[src/hdl/iss_pkg.sv]
`default_nettype none

package iss_pkg;

  localparam int DEPTH   = 64;
  localparam int ADDR_W  = $clog2(DEPTH);
  localparam int PTR_W   = 7;
  localparam int WORD_W  = 32;
  localparam int CMD_W   = 3;
  localparam int FOUND_W = 7;

  localparam logic [PTR_W-1:0]          CAP_RESET = PTR_W'(DEPTH);
  localparam logic [PTR_W-1:0]          DEPTH_PTR = PTR_W'(DEPTH);
  localparam logic signed [FOUND_W-1:0] NOT_FOUND = '1;

  typedef enum logic [CMD_W-1:0] {
    OP_PUSH   = 3'd0,
    OP_POP    = 3'd1,
    OP_PEEK   = 3'd2,
    OP_CLEAR  = 3'd3,
    OP_SEARCH = 3'd4
  } iss_op_t;

  typedef enum logic [1:0] {
    ST_IDLE,
    ST_READ,
    ST_SCAN,
    ST_DONE
  } iss_state_t;

  // Commands from the controller to the datapath.
  typedef struct packed {
    logic take;     // a word is accepted this cycle
    logic capture;  // latch the read data as the result word
    logic scan;     // compare one entry of the search walk
    logic finish;   // load the output register
  } iss_cmd_t;

  // Status from the datapath to the controller.
  typedef struct packed {
    logic [CMD_W-1:0] op;
    logic             empty;
    logic             match;
    logic             scan_last;
    logic             out_free;
  } iss_stat_t;

endpackage

`default_nettype wire

[src/hdl/iss_if.sv]
`default_nettype none

interface iss_in_if;
  logic                                 valid;
  logic                                 ready;
  logic [iss_pkg::CMD_W-1:0]            command;
  logic signed [iss_pkg::WORD_W-1:0]    value;

  modport source (output valid, output command, output value, input ready);
  modport sink   (input valid, input command, input value, output ready);
endinterface

interface iss_out_if;
  logic                                 valid;
  logic                                 ready;
  logic                                 status;
  logic signed [iss_pkg::WORD_W-1:0]    data;
  logic signed [iss_pkg::FOUND_W-1:0]   found_index;
  logic [iss_pkg::PTR_W-1:0]            count;
  logic                                 is_empty;
  logic                                 is_full;

  modport source (output valid, output status, output data, output found_index,
                  output count, output is_empty, output is_full, input ready);
  modport sink   (input valid, input status, input data, input found_index,
                  input count, input is_empty, input is_full, output ready);
endinterface

interface iss_cfg_if;
  logic                        valid;
  logic                        ready;
  logic [iss_pkg::PTR_W-1:0]   capacity;

  modport source (output valid, output capacity, input ready);
  modport sink   (input valid, input capacity, output ready);
endinterface

`default_nettype wire

[src/hdl/iss_ram.sv]
`default_nettype none

module iss_ram #(
  parameter int WIDTH = 32,
  parameter int DEPTH = 64
) (
  input  wire logic                     clk,
  input  wire logic                     we,
  input  wire logic [$clog2(DEPTH)-1:0] waddr,
  input  wire logic [WIDTH-1:0]         wdata,
  input  wire logic [$clog2(DEPTH)-1:0] raddr,
  output logic      [WIDTH-1:0]         rdata
);

  logic [WIDTH-1:0] mem [DEPTH];

  always_ff @(posedge clk) begin
    if (we) begin
      mem[waddr] <= wdata;
    end
    rdata <= mem[raddr];
  end

endmodule

`default_nettype wire

[src/hdl/iss_ctrl.sv]
`default_nettype none

module iss_ctrl (
  input  wire logic              clk,
  input  wire logic              rst_n,
  input  wire logic              in_valid,
  output logic                   in_ready,
  input  wire iss_pkg::iss_stat_t stat,
  output iss_pkg::iss_cmd_t      cmd
);

  iss_pkg::iss_state_t state_r, state_nxt;
  logic take;

  assign take = in_valid && (state_r == iss_pkg::ST_IDLE);

  always_comb begin
    state_nxt = state_r;
    unique case (state_r)
      iss_pkg::ST_IDLE: begin
        if (take) begin
          unique case (iss_pkg::iss_op_t'(stat.op))
            iss_pkg::OP_POP, iss_pkg::OP_PEEK:
              state_nxt = stat.empty ? iss_pkg::ST_DONE : iss_pkg::ST_READ;
            iss_pkg::OP_SEARCH:
              state_nxt = stat.empty ? iss_pkg::ST_DONE : iss_pkg::ST_SCAN;
            default:
              state_nxt = iss_pkg::ST_DONE;
          endcase
        end
      end
      iss_pkg::ST_READ: state_nxt = iss_pkg::ST_DONE;
      iss_pkg::ST_SCAN: begin
        if (stat.match || stat.scan_last) begin
          state_nxt = iss_pkg::ST_DONE;
        end
      end
      iss_pkg::ST_DONE: begin
        if (stat.out_free) begin
          state_nxt = iss_pkg::ST_IDLE;
        end
      end
      default: state_nxt = iss_pkg::ST_IDLE;
    endcase
  end

  always_comb begin
    in_ready    = (state_r == iss_pkg::ST_IDLE);
    cmd.take    = take;
    cmd.capture = (state_r == iss_pkg::ST_READ);
    cmd.scan    = (state_r == iss_pkg::ST_SCAN);
    cmd.finish  = (state_r == iss_pkg::ST_DONE) && stat.out_free;
  end

  always_ff @(posedge clk) begin
    if (!rst_n) begin
      state_r <= iss_pkg::ST_IDLE;
    end else begin
      state_r <= state_nxt;
    end
  end

  a_read_then_done: assert property (@(posedge clk) disable iff (!rst_n)
    (state_r == iss_pkg::ST_READ) |=> (state_r == iss_pkg::ST_DONE))
    else $error("read state not followed by result state");

  a_empty_search_short: assert property (@(posedge clk) disable iff (!rst_n)
    (take && stat.empty) |=> (state_r == iss_pkg::ST_DONE))
    else $error("command on empty stack did not go straight to result");

endmodule

`default_nettype wire

[src/hdl/iss_dp.sv]
`default_nettype none

module iss_dp (
  input  wire logic                                clk,
  input  wire logic                                rst_n,
  input  wire iss_pkg::iss_cmd_t                   cmd,
  output iss_pkg::iss_stat_t                       stat,
  input  wire logic [iss_pkg::CMD_W-1:0]           in_command,
  input  wire logic signed [iss_pkg::WORD_W-1:0]   in_value,
  input  wire logic                                cfg_we,
  input  wire logic [iss_pkg::PTR_W-1:0]           cfg_capacity,
  input  wire logic                                out_ready,
  output logic                                     out_valid,
  output logic                                     out_status,
  output logic signed [iss_pkg::WORD_W-1:0]        out_data,
  output logic signed [iss_pkg::FOUND_W-1:0]       out_found_index,
  output logic [iss_pkg::PTR_W-1:0]                out_count,
  output logic                                     out_is_empty,
  output logic                                     out_is_full
);

  logic [iss_pkg::PTR_W-1:0]          sp_r, sp_nxt;
  logic [iss_pkg::PTR_W-1:0]          cap_r;
  logic [iss_pkg::PTR_W-1:0]          cap_eff;
  logic [iss_pkg::ADDR_W-1:0]         scan_r;
  logic [iss_pkg::WORD_W-1:0]         val_r;
  logic                               status_r;
  logic [iss_pkg::WORD_W-1:0]         data_r;
  logic signed [iss_pkg::FOUND_W-1:0] found_r;
  logic                               out_valid_r;
  logic                               empty, full;
  logic                               ram_we;
  logic [iss_pkg::ADDR_W-1:0]         raddr;
  logic [iss_pkg::WORD_W-1:0]         rdata;
  iss_pkg::iss_op_t                   op;

  assign op      = iss_pkg::iss_op_t'(in_command);
  assign cap_eff = (cap_r > iss_pkg::DEPTH_PTR) ? iss_pkg::DEPTH_PTR : cap_r;
  assign empty   = (sp_r == '0);
  assign full    = (sp_r >= cap_eff);
  assign ram_we  = cmd.take && (op == iss_pkg::OP_PUSH) && !full;
  assign raddr   = cmd.scan ? (scan_r - 1'b1)
                            : iss_pkg::ADDR_W'(sp_r - 1'b1);

  assign stat.op        = in_command;
  assign stat.empty     = empty;
  assign stat.match     = (rdata == val_r);
  assign stat.scan_last = (scan_r == '0);
  assign stat.out_free  = !out_valid_r || out_ready;

  iss_ram #(
    .WIDTH (iss_pkg::WORD_W),
    .DEPTH (iss_pkg::DEPTH)
  ) u_store (
    .clk   (clk),
    .we    (ram_we),
    .waddr (sp_r[iss_pkg::ADDR_W-1:0]),
    .wdata (in_value),
    .raddr (raddr),
    .rdata (rdata)
  );

  always_comb begin
    sp_nxt = sp_r;
    if (cmd.take) begin
      unique case (op)
        iss_pkg::OP_PUSH:  if (!full)  sp_nxt = sp_r + 1'b1;
        iss_pkg::OP_POP:   if (!empty) sp_nxt = sp_r - 1'b1;
        iss_pkg::OP_CLEAR: sp_nxt = '0;
        default:           sp_nxt = sp_r;
      endcase
    end
  end

  always_ff @(posedge clk) begin
    if (!rst_n) begin
      sp_r        <= '0;
      cap_r       <= iss_pkg::CAP_RESET;
      out_valid_r <= 1'b0;
    end else begin
      sp_r <= sp_nxt;
      if (cfg_we) begin
        cap_r <= cfg_capacity;
      end
      if (cmd.finish) begin
        out_valid_r <= 1'b1;
      end else if (out_ready) begin
        out_valid_r <= 1'b0;
      end
    end
  end

  // Working result of the command in flight.
  always_ff @(posedge clk) begin
    if (cmd.take) begin
      val_r    <= in_value;
      scan_r   <= iss_pkg::ADDR_W'(sp_r - 1'b1);
      data_r   <= '0;
      found_r  <= iss_pkg::NOT_FOUND;
      status_r <= ((op == iss_pkg::OP_PUSH) && full) ||
                  (((op == iss_pkg::OP_POP) || (op == iss_pkg::OP_PEEK)) && empty);
    end
    if (cmd.capture) begin
      data_r <= rdata;
    end
    if (cmd.scan) begin
      if (rdata == val_r) begin
        found_r <= $signed(iss_pkg::FOUND_W'(scan_r));
      end else begin
        scan_r <= scan_r - 1'b1;
      end
    end
  end

  always_ff @(posedge clk) begin
    if (cmd.finish) begin
      out_status      <= status_r;
      out_data        <= data_r;
      out_found_index <= found_r;
      out_count       <= sp_r;
      out_is_empty    <= empty;
      out_is_full     <= full;
    end
  end

  assign out_valid = out_valid_r;

  a_sp_bound: assert property (@(posedge clk) disable iff (!rst_n)
    sp_r <= iss_pkg::DEPTH_PTR)
    else $error("stack pointer beyond depth");

  a_push_grows: assert property (@(posedge clk) disable iff (!rst_n)
    ram_we |=> (sp_r == $past(sp_r) + 1'b1))
    else $error("successful push did not advance the pointer");

  a_found_below_count: assert property (@(posedge clk) disable iff (!rst_n)
    (out_valid_r && (out_found_index != iss_pkg::NOT_FOUND)) |->
      (iss_pkg::PTR_W'(out_found_index) < out_count))
    else $error("search index not below count");

endmodule

`default_nettype wire

[src/hdl/integer_stack_with_search_top.sv]
// From idle, push, clear, unknown and failed commands go straight to the result state;
// a pop or peek that succeeds passes through the read state first, a search through the scan state.
// The next word is accepted once the controller is back in idle, so no word is taken while one is
// still in work, and the controller leaves its result state only when the output register is free.
// A search walks the store through its single read port, one entry per cycle, from the top down.
// Reset (rst_n low, synchronous) empties the stack, sets capacity to 64 and drops out valid;
// the store itself is not cleared, since entries above the pointer are never read.
`default_nettype none

module integer_stack_with_search_top (
  input  wire logic  clk,
  input  wire logic  rst_n,
  iss_in_if.sink     in_ch,
  iss_out_if.source  out_ch,
  iss_cfg_if.sink    cfg_ch
);

  // Command and status between the sequencer and the datapath.
  iss_pkg::iss_cmd_t  cmd;
  iss_pkg::iss_stat_t stat;
  logic               in_ready;

  // The configuration word is a plain register load; user must write it only while idle (not enforced).
  assign cfg_ch.ready = 1'b1;
  assign in_ch.ready  = in_ready;

  // The controller owns the input handshake and sequences each command: pop and peek
  // wait in the read state for the registered read, search loops in its scan state.
  iss_ctrl u_ctrl (
    .clk      (clk),
    .rst_n    (rst_n),
    .in_valid (in_ch.valid),
    .in_ready (in_ready),
    .stat     (stat),
    .cmd      (cmd)
  );

  // The datapath holds the pointer, capacity, the store and the output register.
  // The output register lets a new word be accepted while a result still waits.
  iss_dp u_dp (
    .clk             (clk),
    .rst_n           (rst_n),
    .cmd             (cmd),
    .stat            (stat),
    .in_command      (in_ch.command),
    .in_value        (in_ch.value),
    .cfg_we          (cfg_ch.valid),
    .cfg_capacity    (cfg_ch.capacity),
    .out_ready       (out_ch.ready),
    .out_valid       (out_ch.valid),
    .out_status      (out_ch.status),
    .out_data        (out_ch.data),
    .out_found_index (out_ch.found_index),
    .out_count       (out_ch.count),
    .out_is_empty    (out_ch.is_empty),
    .out_is_full     (out_ch.is_full)
  );

endmodule

`default_nettype wire
[src/flat_wrapper.sv]
// flat-port wrapper written by rule: the top's interface ports become plain ports
module integer_stack_with_search_top_flat 
  (clk, rst_n, in_ch_valid, in_ch_command, in_ch_value, in_ch_ready, out_ch_valid, out_ch_status, out_ch_data, out_ch_found_index, out_ch_count, out_ch_is_empty, out_ch_is_full, out_ch_ready, cfg_ch_valid, cfg_ch_capacity, cfg_ch_ready);
  iss_in_if in_ch_i ();
  iss_out_if out_ch_i ();
  iss_cfg_if cfg_ch_i ();
  input  wire logic clk;
  input  wire logic rst_n;
  input wire logic [$bits(in_ch_i.valid)-1:0] in_ch_valid;
  input wire logic [$bits(in_ch_i.command)-1:0] in_ch_command;
  input wire logic [$bits(in_ch_i.value)-1:0] in_ch_value;
  output wire logic [$bits(in_ch_i.ready)-1:0] in_ch_ready;
  output wire logic [$bits(out_ch_i.valid)-1:0] out_ch_valid;
  output wire logic [$bits(out_ch_i.status)-1:0] out_ch_status;
  output wire logic [$bits(out_ch_i.data)-1:0] out_ch_data;
  output wire logic [$bits(out_ch_i.found_index)-1:0] out_ch_found_index;
  output wire logic [$bits(out_ch_i.count)-1:0] out_ch_count;
  output wire logic [$bits(out_ch_i.is_empty)-1:0] out_ch_is_empty;
  output wire logic [$bits(out_ch_i.is_full)-1:0] out_ch_is_full;
  input wire logic [$bits(out_ch_i.ready)-1:0] out_ch_ready;
  input wire logic [$bits(cfg_ch_i.valid)-1:0] cfg_ch_valid;
  input wire logic [$bits(cfg_ch_i.capacity)-1:0] cfg_ch_capacity;
  output wire logic [$bits(cfg_ch_i.ready)-1:0] cfg_ch_ready;
  assign in_ch_i.valid = in_ch_valid;
  assign in_ch_i.command = in_ch_command;
  assign in_ch_i.value = in_ch_value;
  assign in_ch_ready = in_ch_i.ready;
  assign out_ch_valid = out_ch_i.valid;
  assign out_ch_status = out_ch_i.status;
  assign out_ch_data = out_ch_i.data;
  assign out_ch_found_index = out_ch_i.found_index;
  assign out_ch_count = out_ch_i.count;
  assign out_ch_is_empty = out_ch_i.is_empty;
  assign out_ch_is_full = out_ch_i.is_full;
  assign out_ch_i.ready = out_ch_ready;
  assign cfg_ch_i.valid = cfg_ch_valid;
  assign cfg_ch_i.capacity = cfg_ch_capacity;
  assign cfg_ch_ready = cfg_ch_i.ready;
  integer_stack_with_search_top u_core (.clk(clk), .rst_n(rst_n), .in_ch(in_ch_i), .out_ch(out_ch_i), .cfg_ch(cfg_ch_i));
endmodule
[config.mk]
export PLATFORM = sky130hd
export DESIGN_NAME = integer_stack_with_search_top_flat
export DESIGN_NICKNAME = d
export VERILOG_FILES = /design/src/hdl/iss_pkg.sv /design/src/hdl/iss_if.sv /design/src/hdl/iss_ram.sv /design/src/hdl/iss_ctrl.sv /design/src/hdl/iss_dp.sv /design/src/hdl/integer_stack_with_search_top.sv /design/src/flat_wrapper.sv
export SDC_FILE = /design/constraint.sdc
export NUM_CORES = 2
export LEC_CHECK = 0
export ABC_AREA = 1
export BUFFER_PORTS_ARGS = -buffer_cell sky130_fd_sc_hd__buf_2
export CORE_MARGIN = 2
export CORE_UTILIZATION = 30
export DETAILED_ROUTE_END_ITERATION = 6
export REMOVE_ABC_BUFFERS = 1
export SYNTH_ARGS = -nofsm -noshare
export SYNTH_HDL_FRONTEND = slang
export SYNTH_SLANG_ARGS = --single-unit
[constraint.sdc]
create_clock -name clk -period 6.4 [get_ports clk]
set_input_delay 0.32 -clock clk [delete_from_list [all_inputs] [get_ports clk]]
set_output_delay 0.32 -clock clk [all_outputs]
set_load 0.02 [all_outputs]
==> impl_metrics.py <==
metrics = {
    "setup_path": {
        "critical_path_required_ns": 6.86,
        "cpPeakStageDelay_ns": 1.29,
        "cpLargestDelayFamily": "simple AND/OR/NAND/NOR gates",
        "ff2ff_setup_slack_ns": 1.06,
        "startpoint_type": "register",
        "cp_num_buf_inv": 0,
        "path_cells": "nor4_1 > nand2_1 > nand2_1 > nand2_1 > ha_1 > a21oi_1 > nor2_1 > a211oi_1 > nand2_1 > nor2_1 > nand3_1 > nor2_4",
        "ff2ff_path_depth": 12,
        "worstReg2RegEnd": "u_core.u_dp.u_store.mem[13][21]",
        "crit_top_cell": "nand2_1",
        "r2r-start": "u_core.u_dp.cap_r[2]",
        "cp_slowest_cell": "nor2_4",
        "crit_start": "u_core.u_dp.cap_r[2]",
        "endpoint_kind": "register",
        "crit_fanout": 32,
        "path_class": "reg -> reg",
        "worstPathArrival_ns": 5.80,
    },
    "final_layout": {
        "area_delta_synth_final_pct": 13.90,
        "fill_cells": 29190,
        "multiInputGateArea_um2": 20150,
        "layout_common_cells": "2,162 x edfxtp_1, 2,057 x nand2_1, 1,039 x nand3_1, 930 x inv_1, 705 x o211ai_1",
        "regArea_um2": 66160,
        "final_common_cell": "edfxtp_1",
        "instances_no_fill": 11880,
        "layout-drive-gt1-share_pct": 8.351,
        "final_nets": 7767,
    },
    "timing": {
        "worst_pin_slew_ns": 1.318,
        "finalMaxSlewViolations": 0,
        "finalClockSkew_ns": 0.04851,
        "final.period_utilization_pct": 83.51,
        "setup_viol": 0,
        "finalSetupTns_ns": 0,
        "max_freq_ghz": 0.1871,
        "maxSlewHeadroom_pct": 11.93,
        "setup_slack_ns": 1.055,
        "whs_ns": 0.1070,
        "hold_viol_final": 0,
        "rsz0062_at_grt": "no",
        "period_minus_slack_ns": 5.345,
    },
    "power_and_ir_drop": {
        "power_switching_share_pct": 40.80,
        "power.density_nw_per_um2": 455.8,
        "pwr-share-seq_pct": 35.4,
        "clkPwrFrac_pct": 26.7,
        "p_int_mw": 28.10,
        "p_leak_nw": 36.99,
        "ir_drop_mv": 0.8144,
        "comb_power_share_pct": 37.9,
        "power.switching_mw": 19.37,
        "p_total_mw": 47.47,
    },
    "hold_path": {
        "min_to": "u_core.u_ctrl.state_r[0]",
        "min_from": "in_ch_valid",
        "min_path_type": "in -> reg",
        "hold_depth": 5,
    },
    "placed_design": {
        "placed_cells": 11440,
        "place_worst_setup_slack_ns": 1.152,
        "port_buffers": 97,
        "routabilityCongestion": 0.9034,
        "dp_hpwl_mm": 146.2,
    },
    "global_route": {
        "grt_start_max_net_pins": 211,
        "grt_pass1_wl_mm": 383.9,
        "antenna_found_initial": 23,
        "grt_usage_pct": 16.79,
        "grt.overflow.total": 0,
        "first_global_vias": 56120,
    },
    "logic_synthesis": {
        "yosysSeqAreaShare_pct": 72.36,
        "synth_cell_type_count": 36,
        "synth_warnings": 0,
        "avgSynthCellArea_um2": 11.93,
        "synth_area_um2": 91440,
        "syn_inst": 7667,
        "yosys_register_bits": 2224,
    },
    "status": {
        "violations": "design-rule violations",
        "status": "complete, but fails checks",
    },
    "routing": {
        "ant_nets": 0,
        "via_per_inst": 4.940,
        "dr.pass1.iters": 7,
        "num_vias": 58670,
        "wirelength_mm": 266.1,
        "drt-initial-drc-count": 7058,
        "wl_per_cell_um": 22.40,
        "drc": 5,
    },
    "die": {
        "coreArea_um2": 303000,
        "fp.dieH_um": 556.1,
        "dieArea_um2": 309200,
        "start_util_pct": 30.17,
        "io_pins": 99,
        "die_w_um": 556.1,
        "num_rows": 202,
    },
    "clock_tree": {
        "clockBufferDepth": 3,
        "htreeDepth": 4,
        "cts_tree": "done",
        "clkLatencyLatePin_ns": 0.87,
        "cts_sinks": 2224,
        "post_cts_buffers": 0,
        "cts_buffers": 214,
        "cts_root_buffer": "clkbuf_16",
        "clk_pin_slew_worst_paths_ns": 0.07,
    },
    "run": {
        "maxCapViolations": 0,
    },
}
==> worst register-to-register path, stage by stage (launching register included) <==
cell and delay, ns:
dfxtp_1 0.33, nor4_1 0.30, nand2_1 0.08, nand2_1 0.17
nand2_1 0.10, ha_1 0.32, a21oi_1 0.24, nor2_1 0.11
a211oi_1 0.21, nand2_1 0.15, nor2_1 0.72, nand3_1 0.89
nor2_4 1.30
==> through the flow <==
step                      area [µm²]  util (%)
final                         104200     34.37
after global routing          104100     34.36
after CTS                     104100     34.36
after detailed placement       96880     31.97
after global placement         96880     31.97
after floorplan                89280         -
==> layer usage <==
layer / GRT usage [%] / wire length (µm) / share of wire, %
met3: 2.309 / 19010 / 7.1
met4: 8.313 / 13980 / 5.3
met1: 21.43 / 106200 / 40
met5: 0 / 0 / 0
met2: 27.92 / 126900 / 48
==> layout make-up <==
class	instances	share of cell area [%]
Tap cell	3978	4.779
Sequential cell	2224	63.52
Timing Repair Buffer	281	2.201
Clock buffer	290	5.580
Antenna cell	9	0.02162
Multi-Input combinational cell	4044	19.34
Inverter	940	3.395
Clock inverter	112	1.158
==> what timing repair did <==
| action | 4_1_cts | 5_1_grt |
|---|---|---|
| gates resized for setup | 0 | 0 |
| hold buffers | 24 | 0 |
| hold endpoints to repair | 24 | 0 |
==> synthesized netlist by cell type, drive strengths merged <==
| library cell | number | area, µm² |
|---|---|---|
| clkbuf | 155 | 583.1 |
| o21a | 3 | 22.52 |
| ha | 15 | 187.7 |
| a211oi | 1 | 7.510 |
| o22ai | 2 | 12.51 |
| edfxtp | 2162 | 64920 |
| clkinv | 1 | 3.750 |
| buf | 304 | 1574 |
| xnor2 | 24 | 210.2 |
| a32oi | 1 | 8.760 |
| nand3 | 1040 | 5210 |
| nor4 | 2 | 12.51 |
| a31oi | 2 | 12.51 |
| conb | 1 | 3.750 |
| dfxtp | 62 | 1241 |
| xor2 | 8 | 70.07 |
| nor3 | 17 | 85.08 |
| or2 | 9 | 56.30 |
| a21boi | 1 | 7.510 |
| nand2 | 2060 | 7735 |
| nand4 | 3 | 18.77 |
| o21ai | 32 | 167.7 |
| inv | 939 | 3525 |
| a21oi | 20 | 103.9 |
| o211ai | 705 | 5293 |
| nor2 | 98 | 367.9 |
==> sequential cells by signal (all words and copies together) (netlist names), 2 cells and up <==
register	cells
u_core.u_dp.data_r	32
u_core.u_dp.val_r	32
u_core.u_dp.sp_r	7
u_core.u_dp.found_r	7
u_core.u_dp.out_data	32
u_core.u_dp.scan_r	6
u_core.u_dp.out_count	7
u_core.u_dp.u_store.mem	2048
u_core.u_dp.out_found_index	7
u_core.u_dp.u_store.rdata	32
u_core.u_dp.cap_r	7
u_core.u_ctrl.state_r	2
==> how the worst max path moves through the flow <==
stage | to | cells past startpoint
floorplan | u_core.u_dp.u_store.rdata[13] | 10
global placement | u_core.u_dp.u_store.mem[13][8] | 12
detailed placement | u_core.u_dp.u_store.mem[13][16] | 12
CTS | u_core.u_dp.u_store.mem[13][8] | 12
global route | u_core.u_dp.u_store.mem[13][16] | 12
finish | u_core.u_dp.u_store.mem[13][21] | 12
==> power groups by stage <==
| stage | clock network, mW | logic (mW) | registers, mW |
|---|---|---|---|
| floorplan | 0 | 10.1 | 16.9 |
| global placement | 0 | 17.6 | 17.1 |
| detailed placement | 0 | 17.8 | 17.1 |
| CTS | 12.8 | 17.9 | 16.8 |
| global route | 13.4 | 19.2 | 16.8 |
| finish | 12.7 | 18.0 | 16.8 |
==> kinds of logic (layout without fill, tap and decap cells) <==
| group | count (synthesis) | count (layout) | share of synthesized area (%) |
|---|---|---|---|
| AOI/OAI and AO/OA | 767 | 767 | 6.163 |
| xor gates and xnor gates | 32 | 32 | 0.3065 |
| adders and majority gates | 15 | 15 | 0.2052 |
| buffers and inverters | 1399 | 1623 | 6.218 |
| DFF | 2224 | 2224 | 72.36 |
| other | 1 | 10 | 0.004101 |
| and+or+nand+nor | 3229 | 3229 | 14.75 |
Note: power is estimated with default switching activity, not from simulation.
